## config.mk

```make
export PLATFORM = sky130hd
export DESIGN_NAME = periodic_task_scheduler_top_flat
export DESIGN_NICKNAME = d
export VERILOG_FILES = /design/src/rtl/pts_pkg.sv /design/src/rtl/pts_req_if.sv /design/src/rtl/pts_rsp_if.sv /design/src/rtl/pts_slot_ram.sv /design/src/rtl/periodic_task_scheduler_top.sv /design/src/flat_wrapper.sv
export SDC_FILE = /design/constraint.sdc
export NUM_CORES = 2
export LEC_CHECK = 0
export BUFFER_PORTS_ARGS = -buffer_cell sky130_fd_sc_hd__buf_2
export CAP_MARGIN = 25
export CORE_ASPECT_RATIO = 0.6
export CORE_MARGIN = 3
export CORE_UTILIZATION = 57
export CTS_CLUSTER_SIZE = 30
export DETAILED_ROUTE_END_ITERATION = 7
export PLACE_DENSITY = 0.88
export SYNTH_ARGS = -nofsm -noshare
export SYNTH_HDL_FRONTEND = slang
export SYNTH_SLANG_ARGS = --single-unit
```

## constraint.sdc

```tcl
create_clock -name clock -period 8 [get_ports clock]
set_clock_uncertainty 0.1 [all_clocks]
set_input_delay 2.4 -clock clock [delete_from_list [all_inputs] [get_ports clock]]
set_output_delay 2.4 -clock clock [all_outputs]
set_load 0.02 [all_outputs]
```

## src/rtl/pts_pkg.sv

```systemverilog
`timescale 1ns / 1ps

package pts_pkg;

   localparam int OP_W      = 2;
   localparam int STATUS_W  = 2;
   localparam int UID_W     = 8;
   localparam int HANDLER_W = 8;
   localparam int TIME_W    = 32;

   localparam int MAX_RESULTS = 16;
   localparam int FIRE_CNT_W  = $clog2(MAX_RESULTS + 1);

   typedef enum logic [OP_W-1:0] {
      OP_ADD    = 2'd0,
      OP_REMOVE = 2'd1,
      OP_RUN    = 2'd2,
      OP_FORCE  = 2'd3
   } op_type;

   typedef enum logic [STATUS_W-1:0] {
      ST_OK       = 2'd0,
      ST_FULL     = 2'd1,
      ST_NOTFOUND = 2'd2
   } status_type;

   typedef struct packed {
      logic [UID_W-1:0]     uid;
      logic [HANDLER_W-1:0] handler;
      logic [TIME_W-1:0]    period;
      logic [TIME_W-1:0]    last_time;
   } slot_type;

   typedef struct packed {
      status_type           status;
      logic                 fired;
      logic [UID_W-1:0]     uid;
      logic [HANDLER_W-1:0] handler;
      logic                 last;
   } result_type;

endpackage

```

## src/rtl/pts_req_if.sv

```systemverilog
`timescale 1ns / 1ps

interface pts_req_if
   import pts_pkg::*;
();
   logic                 valid;
   logic                 ready;
   logic [OP_W-1:0]      op;
   logic [HANDLER_W-1:0] handler_code;
   logic [TIME_W-1:0]    task_period;
   logic [UID_W-1:0]     task_uid;
   logic [TIME_W-1:0]    now_ms;

   modport source (
      output valid, op, handler_code, task_period, task_uid, now_ms,
      input  ready
   );

   modport sink (
      input  valid, op, handler_code, task_period, task_uid, now_ms,
      output ready
   );
endinterface

```

## src/rtl/pts_rsp_if.sv

```systemverilog
`timescale 1ns / 1ps

interface pts_rsp_if
   import pts_pkg::*;
();
   logic                 valid;
   logic                 ready;
   logic [STATUS_W-1:0]  status;
   logic                 fired;
   logic [UID_W-1:0]     result_uid;
   logic [HANDLER_W-1:0] result_handler;
   logic                 last_result;

   modport source (
      output valid, status, fired, result_uid, result_handler, last_result,
      input  ready
   );

   modport sink (
      input  valid, status, fired, result_uid, result_handler, last_result,
      output ready
   );
endinterface

```

## src/rtl/pts_slot_ram.sv

```systemverilog
`timescale 1ns / 1ps

module pts_slot_ram
   import pts_pkg::*;
#(
   parameter int DEPTH = 16,
   localparam int AW = (DEPTH > 1) ? $clog2(DEPTH) : 1
) (
   input  logic          clock,
   input  logic          wr_en,
   input  logic [AW-1:0] wr_addr,
   input  slot_type      wr_data,
   input  logic          rd_en,
   input  logic [AW-1:0] rd_addr,
   output slot_type      rd_data
);

   slot_type mem [DEPTH];
   slot_type rd_data_ff;

   always_ff @(posedge clock) begin
      if (wr_en) begin
         mem[wr_addr] <= wr_data;
      end
      if (rd_en) begin
         rd_data_ff <= mem[rd_addr];
      end
   end

   assign rd_data = rd_data_ff;

endmodule

```

## src/rtl/periodic_task_scheduler_top.sv

```systemverilog
`timescale 1ns / 1ps

// Periodic task scheduler.
// req_bus carries one command per beat: add, remove, run tick or force.
// rsp_bus returns one or more beats per command; last_result marks the
// final beat of a command. Run and force emit one beat per fired task
// (at most 16 per command) or a single beat with fired low when none fires.
// One command is taken at a time; req_bus.ready is high only while idle.
// Steps, from accept to the final beat entering the output register:
//   add:           one write of the new task into the slot at the table end
//   remove:        scan from slot 0 until found, then move the last slot into its place
//   run / force:   scan the stored tasks, stopping once 16 have fired
// The slot table is a single-port-read memory, so each slot visited is read in S_SCAN
// and checked in S_CHECK through the shared hit comparator (time for run, uid for force).
// Firings are held one deep so the last one can carry last_result; a
// stalled rsp_bus holds the scan at the next firing until the beat drains.
// The output register lets a new command be accepted while the last beat
// of the previous one still waits.
// Synchronous reset empties the table and sets the next id to one; no
// clearing pass is needed.

module periodic_task_scheduler_top
   import pts_pkg::*;
#(
   parameter int TASK_SLOTS = 16
) (
   input  logic     clock,
   input  logic     reset,
   pts_req_if.sink  req_bus,
   pts_rsp_if.source rsp_bus
);

   localparam int AW = (TASK_SLOTS > 1) ? $clog2(TASK_SLOTS) : 1;
   localparam int CW = $clog2(TASK_SLOTS + 1);

   typedef enum logic [2:0] {
      S_IDLE,
      S_ADD,
      S_SCAN,
      S_CHECK,
      S_MOVE_RD,
      S_MOVE_WR,
      S_FINISH
   } state_type;

   state_type              state_ff, state_in;
   logic [CW-1:0]          count_ff, count_in;
   logic [UID_W-1:0]       next_uid_ff, next_uid_in;
   logic [CW-1:0]          idx_ff, idx_in;
   logic [FIRE_CNT_W-1:0]  fire_cnt_ff, fire_cnt_in;
   logic                   pend_valid_ff, pend_valid_in;
   result_type             pend_ff, pend_in;
   logic                   rsp_valid_ff, rsp_valid_in;
   result_type             rsp_ff, rsp_in;

   op_type                 op_ff, op_in;
   logic [HANDLER_W-1:0]   handler_ff, handler_in;
   logic [TIME_W-1:0]      period_ff, period_in;
   logic [UID_W-1:0]       uid_ff, uid_in;
   logic [TIME_W-1:0]      now_ff, now_in;

   logic                   wr_en;
   logic [AW-1:0]          wr_addr;
   slot_type               wr_data;
   logic                   rd_en;
   logic [AW-1:0]          rd_addr;
   slot_type               rd_data;

   logic                   out_free;
   logic                   hit;
   logic [TIME_W-1:0]      elapsed;
   logic [CW-1:0]          last_cnt;
   result_type             idle_result;

   pts_slot_ram #(
      .DEPTH (TASK_SLOTS)
   ) u_slot_ram (
      .clock   (clock),
      .wr_en   (wr_en),
      .wr_addr (wr_addr),
      .wr_data (wr_data),
      .rd_en   (rd_en),
      .rd_addr (rd_addr),
      .rd_data (rd_data)
   );

   assign out_free = !rsp_valid_ff || rsp_bus.ready;
   assign elapsed  = now_ff - rd_data.last_time;
   assign last_cnt = count_ff - CW'(1);

   always_comb begin
      if (op_ff == OP_FORCE) begin
         hit = (rd_data.uid == uid_ff);
      end else begin
         hit = (elapsed >= rd_data.period);
      end
   end

   always_comb begin
      idle_result         = '0;
      idle_result.status  = ((op_ff == OP_REMOVE) || (op_ff == OP_FORCE)) ? ST_NOTFOUND : ST_OK;
      idle_result.last    = 1'b1;
   end

   always_comb begin
      state_in      = state_ff;
      count_in      = count_ff;
      next_uid_in   = next_uid_ff;
      idx_in        = idx_ff;
      fire_cnt_in   = fire_cnt_ff;
      pend_valid_in = pend_valid_ff;
      pend_in       = pend_ff;
      rsp_valid_in  = rsp_valid_ff && !rsp_bus.ready;
      rsp_in        = rsp_ff;
      op_in         = op_ff;
      handler_in    = handler_ff;
      period_in     = period_ff;
      uid_in        = uid_ff;
      now_in        = now_ff;

      wr_en   = 1'b0;
      wr_addr = idx_ff[AW-1:0];
      wr_data = rd_data;
      rd_en   = 1'b0;
      rd_addr = idx_ff[AW-1:0];

      unique case (state_ff)
         S_IDLE: begin
            if (req_bus.valid) begin
               op_in         = op_type'(req_bus.op);
               handler_in    = req_bus.handler_code;
               period_in     = req_bus.task_period;
               uid_in        = req_bus.task_uid;
               now_in        = req_bus.now_ms;
               idx_in        = '0;
               fire_cnt_in   = '0;
               pend_valid_in = 1'b0;
               state_in      = (op_type'(req_bus.op) == OP_ADD) ? S_ADD : S_SCAN;
            end
         end

         S_ADD: begin
            pend_in       = '0;
            pend_valid_in = 1'b1;
            if (count_ff == CW'(TASK_SLOTS)) begin
               pend_in.status = ST_FULL;
            end else begin
               wr_en             = 1'b1;
               wr_addr           = count_ff[AW-1:0];
               wr_data.uid       = next_uid_ff;
               wr_data.handler   = handler_ff;
               wr_data.period    = period_ff;
               wr_data.last_time = '0;
               count_in          = count_ff + CW'(1);
               next_uid_in       = next_uid_ff + UID_W'(1);
               pend_in.status    = ST_OK;
               pend_in.uid       = next_uid_ff;
            end
            state_in = S_FINISH;
         end

         S_SCAN: begin
            if ((idx_ff == count_ff) || (fire_cnt_ff == FIRE_CNT_W'(MAX_RESULTS))) begin
               state_in = S_FINISH;
            end else begin
               rd_en    = 1'b1;
               state_in = S_CHECK;
            end
         end

         S_CHECK: begin
            if (op_ff == OP_REMOVE) begin
               if (rd_data.uid == uid_ff) begin
                  state_in = S_MOVE_RD;
               end else begin
                  idx_in   = idx_ff + CW'(1);
                  state_in = S_SCAN;
               end
            end else if (!hit) begin
               idx_in   = idx_ff + CW'(1);
               state_in = S_SCAN;
            end else if (!pend_valid_ff || out_free) begin
               if (pend_valid_ff) begin
                  rsp_valid_in = 1'b1;
                  rsp_in       = pend_ff;
               end
               pend_in.status    = ST_OK;
               pend_in.fired     = 1'b1;
               pend_in.uid       = rd_data.uid;
               pend_in.handler   = rd_data.handler;
               pend_in.last      = 1'b0;
               pend_valid_in     = 1'b1;
               wr_en             = 1'b1;
               wr_data.last_time = now_ff;
               fire_cnt_in       = fire_cnt_ff + FIRE_CNT_W'(1);
               idx_in            = idx_ff + CW'(1);
               state_in          = S_SCAN;
            end
         end

         S_MOVE_RD: begin
            rd_en    = 1'b1;
            rd_addr  = last_cnt[AW-1:0];
            state_in = S_MOVE_WR;
         end

         S_MOVE_WR: begin
            wr_en          = 1'b1;
            count_in       = last_cnt;
            pend_in        = '0;
            pend_in.status = ST_OK;
            pend_in.uid    = uid_ff;
            pend_valid_in  = 1'b1;
            state_in       = S_FINISH;
         end

         S_FINISH: begin
            if (out_free) begin
               rsp_valid_in = 1'b1;
               if (pend_valid_ff) begin
                  rsp_in      = pend_ff;
                  rsp_in.last = 1'b1;
               end else begin
                  rsp_in = idle_result;
               end
               pend_valid_in = 1'b0;
               state_in      = S_IDLE;
            end
         end

         default: begin
            state_in = S_IDLE;
         end
      endcase
   end

   always_ff @(posedge clock) begin
      if (reset) begin
         state_ff      <= S_IDLE;
         count_ff      <= '0;
         next_uid_ff   <= UID_W'(1);
         idx_ff        <= '0;
         fire_cnt_ff   <= '0;
         pend_valid_ff <= 1'b0;
         rsp_valid_ff  <= 1'b0;
      end else begin
         state_ff      <= state_in;
         count_ff      <= count_in;
         next_uid_ff   <= next_uid_in;
         idx_ff        <= idx_in;
         fire_cnt_ff   <= fire_cnt_in;
         pend_valid_ff <= pend_valid_in;
         rsp_valid_ff  <= rsp_valid_in;
      end
      pend_ff    <= pend_in;
      rsp_ff     <= rsp_in;
      op_ff      <= op_in;
      handler_ff <= handler_in;
      period_ff  <= period_in;
      uid_ff     <= uid_in;
      now_ff     <= now_in;
   end

   assign req_bus.ready          = (state_ff == S_IDLE);
   assign rsp_bus.valid          = rsp_valid_ff;
   assign rsp_bus.status         = rsp_ff.status;
   assign rsp_bus.fired          = rsp_ff.fired;
   assign rsp_bus.result_uid     = rsp_ff.uid;
   assign rsp_bus.result_handler = rsp_ff.handler;
   assign rsp_bus.last_result    = rsp_ff.last;

endmodule

```

## src/flat_wrapper.sv

```systemverilog
// flat-port wrapper written by rule: the top's interface ports become plain ports
module periodic_task_scheduler_top_flat import pts_pkg::*;
#(
   parameter int TASK_SLOTS = 16
)
  (clock, reset, req_bus_valid, req_bus_op, req_bus_handler_code, req_bus_task_period, req_bus_task_uid, req_bus_now_ms, req_bus_ready, rsp_bus_valid, rsp_bus_status, rsp_bus_fired, rsp_bus_result_uid, rsp_bus_result_handler, rsp_bus_last_result, rsp_bus_ready);
  pts_req_if req_bus_i ();
  pts_rsp_if rsp_bus_i ();
  input  logic clock;
  input  logic reset;
  input wire logic [$bits(req_bus_i.valid)-1:0] req_bus_valid;
  input wire logic [$bits(req_bus_i.op)-1:0] req_bus_op;
  input wire logic [$bits(req_bus_i.handler_code)-1:0] req_bus_handler_code;
  input wire logic [$bits(req_bus_i.task_period)-1:0] req_bus_task_period;
  input wire logic [$bits(req_bus_i.task_uid)-1:0] req_bus_task_uid;
  input wire logic [$bits(req_bus_i.now_ms)-1:0] req_bus_now_ms;
  output wire logic [$bits(req_bus_i.ready)-1:0] req_bus_ready;
  output wire logic [$bits(rsp_bus_i.valid)-1:0] rsp_bus_valid;
  output wire logic [$bits(rsp_bus_i.status)-1:0] rsp_bus_status;
  output wire logic [$bits(rsp_bus_i.fired)-1:0] rsp_bus_fired;
  output wire logic [$bits(rsp_bus_i.result_uid)-1:0] rsp_bus_result_uid;
  output wire logic [$bits(rsp_bus_i.result_handler)-1:0] rsp_bus_result_handler;
  output wire logic [$bits(rsp_bus_i.last_result)-1:0] rsp_bus_last_result;
  input wire logic [$bits(rsp_bus_i.ready)-1:0] rsp_bus_ready;
  assign req_bus_i.valid = req_bus_valid;
  assign req_bus_i.op = req_bus_op;
  assign req_bus_i.handler_code = req_bus_handler_code;
  assign req_bus_i.task_period = req_bus_task_period;
  assign req_bus_i.task_uid = req_bus_task_uid;
  assign req_bus_i.now_ms = req_bus_now_ms;
  assign req_bus_ready = req_bus_i.ready;
  assign rsp_bus_valid = rsp_bus_i.valid;
  assign rsp_bus_status = rsp_bus_i.status;
  assign rsp_bus_fired = rsp_bus_i.fired;
  assign rsp_bus_result_uid = rsp_bus_i.result_uid;
  assign rsp_bus_result_handler = rsp_bus_i.result_handler;
  assign rsp_bus_last_result = rsp_bus_i.last_result;
  assign rsp_bus_i.ready = rsp_bus_ready;
  periodic_task_scheduler_top #(.TASK_SLOTS(TASK_SLOTS)) u_core (.clock(clock), .reset(reset), .req_bus(req_bus_i), .rsp_bus(rsp_bus_i));
endmodule
```

# After elaboration in Yosys (flattened, before gate mapping)
# Memories as Yosys holds them, arrays and structs flattened. A register that Yosys moved wholly into a read port is not among the register bits.
# Index checks and enable logic that the tools add are counted.
# totals
mem_bits_rw	1280
inputBits	86
elab_cells	143
out_inout_bits	22
mem_count	1
register_bits	150
# op_classes
muxes	66
reduce_logical	25
n_eq_ne	21
n_addsub	6
n_bitwise	1
magnitude_cmp	1
# memory_table
memory	words	word_bits	rd	rd_ports_with_merged_regs	write_ports	line	rtl
u_core.u_slot_ram.mem	16	80	1	1	1	pts_slot_ram.sv:18	slot_type mem [DEPTH];
# op_table
cell	count
20-bit 2-to-1 mux	9
32-bit 2-to-1 mux	3
80-bit 2-to-1 mux	1
32-bit one-hot mux with 2 select lines	1
20-bit one-hot mux with 3 select lines	1
48-bit 2-to-1 mux	1
5-bit 2-to-1 mux	9
20-bit one-hot mux with 2 select lines	1
32-bit greater-or-equal comparator	1
32-bit subtractor	1
5-bit one-hot mux with 2 select lines	3
3-bit 2-to-1 mux	7
1-bit 2-to-1 mux	19
3-bit one-hot mux with 6 select lines	1
5-bit by 1-bit adder with 5-bit output (second input constant)	3
4-bit 2-to-1 mux	3
6-bit AND reduction	2
5-bit equality test (second input constant)	2
3-bit equality test (second input constant)	3
8-bit by 1-bit adder with 8-bit output (second input constant)	1
8-bit equality test	1
8-bit 2-to-1 mux	1
2-bit by 1-bit != test with 1-bit output (second input constant)	4
4-bit AND reduction	2
other kinds (26)	40

# Longest topological paths before layout
# depth
word_depth	9
mapped_depth	23
mapped_depth_nobuf	21

# Hierarchy
# Synthesis repeated with hierarchy kept, for this count alone.
# unflattened
hier_cells	3017
hier_area_um2	59335.7
# by_module_without_submodules
mod	cells_per_inst	n_inst	area_each_um2	seq_area_each_um2
pts_slot_ram	2054	1	50223.2	40839.2
periodic_task_scheduler_top	963	1	9112.5	4164.0

# Worst setup path after synthesis
# OpenSTA, ideal clock, no wires.
# synth_path
kind	flip-flop to flip-flop
startpoint	reg u_core.now_ff[0]
endpoint	mem u_core.u_slot_ram.mem[14][0] (netlist bit), enable pin
slack_ns	-0.027
required_ns	7.381
setup_ns	0.519
path_stages_with_launch	20
arrival_ns	7.408
path_buffers	0
cell_sequence	edfxtp_1 -> inv_1 -> ha_1 -> inv_1 -> fa_1 -> a211oi_1 -> o211ai_1 -> a32oi_1 -> o21ai_1 -> a31o_2 -> a21boi_0 -> or4_1 -> o2111ai_1 -> ha_1 -> nand4_1 -> nor4_1 -> a221oi_4 -> o21ai_1 -> a31oi_1 -> nor2_1
# synth_via
elab_chain_len	8
# synth_lines
item	line	rtl
from (decl)	periodic_task_scheduler_top.sv:60	logic [TIME_W-1:0] now_ff, now_in;
from (signal assigned)	periodic_task_scheduler_top.sv:261	now_ff <= now_in;
32-bit subtractor	periodic_task_scheduler_top.sv:88	assign elapsed = now_ff - rd_data.last_time;
32-bit greater-or-equal comparator	periodic_task_scheduler_top.sv:95	hit = (elapsed >= rd_data.period);
1-bit 2-to-1 mux	periodic_task_scheduler_top.sv:92	if (op_ff == OP_FORCE) begin
1-bit 2-to-1 mux	periodic_task_scheduler_top.sv:179	end else if (!hit) begin
1-bit 2-to-1 mux	periodic_task_scheduler_top.sv:172	if (op_ff == OP_REMOVE) begin
1-bit one-hot mux with 3 select lines	periodic_task_scheduler_top.sv:127	unique case (state_ff)
1-bit 2-to-1 mux	pts_slot_ram.sv:22	if (wr_en) begin
1-bit 2-to-1 mux (implied by the code)	pts_slot_ram.sv:23	mem[wr_addr] <= wr_data;
to (decl)	pts_slot_ram.sv:18	
# No other way between the ends.

# Worst setup path in the final report
# layout_path
startpoint	reg u_core.now_ff[0]
endpoint	mem u_core.u_slot_ram.mem[10][62] (netlist bit), enable pin
# The elaborated chain is that of the path after synthesis.

==> summary.txt <==
Synthesis
  – Post-Synth Adder-Cell Area: under 10%
  – Commonest cells post-synth: edfxtp_1, nand2_1, a31oi_1
  – Synth area leaders: edfxtp_1, nand2_1, mux2i_1, a211oi_1, a31oi_1
  – Yosys warns: 0
  – Synth Area per Inst: roughly 14 um2
  – Multiplexer share of the synthesized area: ~4.0%
  – Ys async rst share: 0%
  – Syn Nets: between 4k and 5k
  – Most common flop cell mapped by yosys: edfxtp_1
  – Synthesized flop and latch total: ~1.5k
  – Most frequent cell after synthesis: edfxtp_1
  – Register area share after synthesis: between 70% and 80%
  – Largest family of logic cells by synthesized area: simple AND/OR/NAND/NOR gates
  – XOR/XNOR share of the synthesized area: less than 1%
  – Yosys top cell area share: between 70% and 80%
  – Post-Syn Area: between 60,000 and 70,000 um2
  – Number of synthesized flops with an enable pin: roughly 1.5k
  – Mapped Cells: about 4.4k
  – Compound-gate portion of the synthesized area: under 10%
  – Distinct cell type count after synthesis: between 60 and 70
  – Area leader, netlist: edfxtp_1
  – Post-Synth Simple-Gate Area: under 10%

Timing
  – FMAX: 143 MHz
  – Actual slew at the worst max-slew pin: around 1.3 ns
  – Tcrit/Tclk final: between 80% and 90%
  – Hold slack final: about 0.38 ns
  – Post-layout min period: approximately 7 ns
  – RSZ-0062 raised after global routing: false
  – Final Worst Setup Slack: roughly 0.99 ns
  – Max Slew Vio Count: 0
  – Hold Fails Final Rpt: 0
  – Slew margin rel.: a little over an eighth
  – # setup viols final: 0

Clock network
  – PostCTS Resize Cnt: 0
  – CTS tree: done
  – Clock Sinks: 1,508
  – Postcts setup bufs: 0
  – Clock H-tree levels: 3
  – Hold buffers post-CTS: 0
  – Num CTS Buffers: around 120
  – Worst-skew pair later-pin latency: ~0.75 ns
  – Clock root buffer: clkbuf_16
  – CTS max path bufs: 3
  – Clk pin slew, worst setup/hold paths: approximately 0.070 ns

Worst setup path
  – Critical-path cell list: inv_1 > ha_1 > inv_1 > fa_1 > a211oi_1 > o211ai_1 > a32oi_1 > o21ai_1 > a31o_2 > a21boi_0 > or4_1 > o2111ai_1 > ha_1 > nand2_1 > nor2_1 > a211oi_1 > o21ai_0 > a221oi_4 > o21ai_1 > a31oi_1 > nor2_4 > buf_4
  – CP top delay family: compound AO/OA/AOI/OAI gates
  – Crit Path Class: flip-flop to flip-flop
  – Critical path's largest stage delay: slightly below 0.8 ns
  – CP Depth: 22
  – Required @ worst endpoint: about 8.3 ns
  – Critical path's slowest cell: a31oi_1
  – Critical path launch point type: flip-flop
  – Crit path DAT: 7.26 ns
  – WP buf/inv: 3
  – Crit-path max FO: 49
  – CP Capture Type: flip-flop
  – FF-to-FF path depth: 22

Placement
  – GPL Wtd Cong: 0.904
  – IO Port Bufs: about 110
  – Pre-CTS WS: approximately 1.2 ns
  – Post-placement cell count: 5,794
  – Detail Placement HPWL: approximately 80,000 um

Layout
  – Synthesis-to-finish area growth: 10.4%
  – Util after Layout: 63.8%
  – Nets@finish: around 4.7k
  – Total of fill cells in the finished design: between 7k and 8k
  – Fraction of layout cells with a size suffix above 1: approximately 9.7%
  – Non-filler instance count after layout: ~6k

GRT
  – Gr ovfl total: 0
  – First-pass GRT wire length: about 230,000 um
  – GRT Total Usage: a little over a quarter
  – Largest net degree at the start of global routing: 220
  – Via count of the first global-routing pass: approximately 37k
  – Initial antenna violation count: 3

Drt
  – Wire per inst: ~25 um
  – Number of DRC markers in iteration 0: around 5.8k
  – DR WL met3: 19,700 um
  – Via Count: ~39k
  – Routed wire length: 153,000 um
  – Initial DRT Pass Iterations: 6
  – DRT antenna net count: 0
  – Residual DRC: 0
  – Met1 wire length: between 50,000 and 60,000 um
  – Top sig layer: met4
  – Met2 WL post-DR: ~70,000 um
  – Vias per inst: approximately 6.4

Floorplan
  – Core Region: 108,000 um2
  – Starting Density: between 50% and 60%
  – Overall die height: ~260 um
  – Die X: 433 um
  – I/O pin count: 108
  – Die ar.: between 100,000 and 150,000 um2
  – Num rows: 93

Outcome
  – Run status: completed

Min path
  – Hold depth: 2
  – Hold crit path type: flip-flop to flip-flop

Pwr
  – Leakage: around 24 nW
  – Cell Pwr Density: ~400 nW/um2
  – Power, Total: ~0.028 W
  – Peak supply drop: 0.497 mV

Run
  – MaxCap Viol Count: 0
power by group:
group / internal (W) / switching [W]
clock network: 0.00326 / 0.00276
logic: 0.00325 / 0.00712
registers: 0.0109 / 0.000309
total: 0.0174 / 0.0102
final timing paths:
kind | start | endpoint | slack, ns
worst max-delay path | u_core.now_ff[0]$_DFFE_PP_ | u_core.u_slot_ram.mem[10][62]$_DFFE_PP_ | 0.99
worst min-delay path | u_core.fire_cnt_ff[4]$_SDFFE_PP0P_ | u_core.fire_cnt_ff[4]$_SDFFE_PP0P_ | 0.38
worst max register to register | u_core.now_ff[0]$_DFFE_PP_ | u_core.u_slot_ram.mem[10][62]$_DFFE_PP_ | 0.99
worst min register to register | u_core.fire_cnt_ff[4]$_SDFFE_PP0P_ | u_core.fire_cnt_ff[4]$_SDFFE_PP0P_ | 0.38
cells by family after synthesis:
group,Yosys count
fa+ha+maj,70
mux,246
simple gates,1310
buf+inv,376
xor+xnor,54
compound gates,870
flops,1508
worst min-delay path, stage by stage, from the launching register on:
cell and delay (ns):
dfxtp_1 0.32, nand2_1 0.05, mux2i_1 0.06
layout by cell type (no fill, tap or decap), drive strengths merged, types with 7 or more instances in the layout:
cell,synthesis,layout
and3,10,10
a21oi,51,51
mux2i,245,245
nand2b,9,9
edfxtp,1480,1480
o31ai,35,35
nand3,15,15
inv,90,97
xor2,25,25
nor3,22,22
nand4,7,7
ha,69,69
a222oi,8,8
a211oi,325,325
clkinv,0,46
dfxtp,28,28
o21ai,61,61
o21a,7,7
clkbuf,203,140
nor2,68,68
clkinvlp,0,7
and2,331,331
buf,83,229
bufinv,0,15
a21o,9,9
nor2b,26,26
a31oi,331,331
xnor2,29,29
nand2,798,798
stage by stage:
stage                     cell area (um2)  TNS [ns]
after CTS                           68700         0
final                               68800         0
after global routing                68800         0
after floorplan                     62300    -28.79
after detailed placement            64800         0
after global placement              64800         0
layout make-up:
class / instances / area, um2 / share of cell area [%]
multi-input combinational: 2550 / 16000 / 23.3
sequential: 1508 / 45000 / 65.4
tap: 1425 / 1780 / 2.59
clock buffer: 139 / 3100 / 4.50
inverter: 90 / 340 / 0.495
antenna: 4 / 10.0 / 0.0145
clock inverter: 75 / 788 / 1.15
timing repair buffer: 230 / 1790 / 2.61
layer usage:
metal	vias up	GRT usage [%]
met5	-	0
met2	2634	39.7
met3	356	6.35
li1	16800	-
met4	0	10.1
met1	18900	37.9
state kept, by name, summed over array words and instances (netlist names):
register / flops
u_core.u_slot_ram.rd_data: 80
u_core.rsp_bus.result_handler: 8
u_core.fire_cnt_ff: 5
u_core.uid_ff: 8
u_core.u_slot_ram.mem: 1280
u_core.period_ff: 32
u_core.rsp_bus.fired: 1
u_core.next_uid_ff: 8
u_core.pend_ff: 18
u_core.now_ff: 32
u_core.idx_ff: 5
u_core.pend_valid_ff: 1
u_core.op_ff: 2
u_core.count_ff: 5
u_core.state_ff: 3
u_core.handler_ff: 8
u_core.rsp_bus.last_result: 1
u_core.rsp_bus.result_uid: 8
u_core.rsp_bus.status: 2
u_core.rsp_bus.valid: 1
Power figures use the tool's default switching activity.
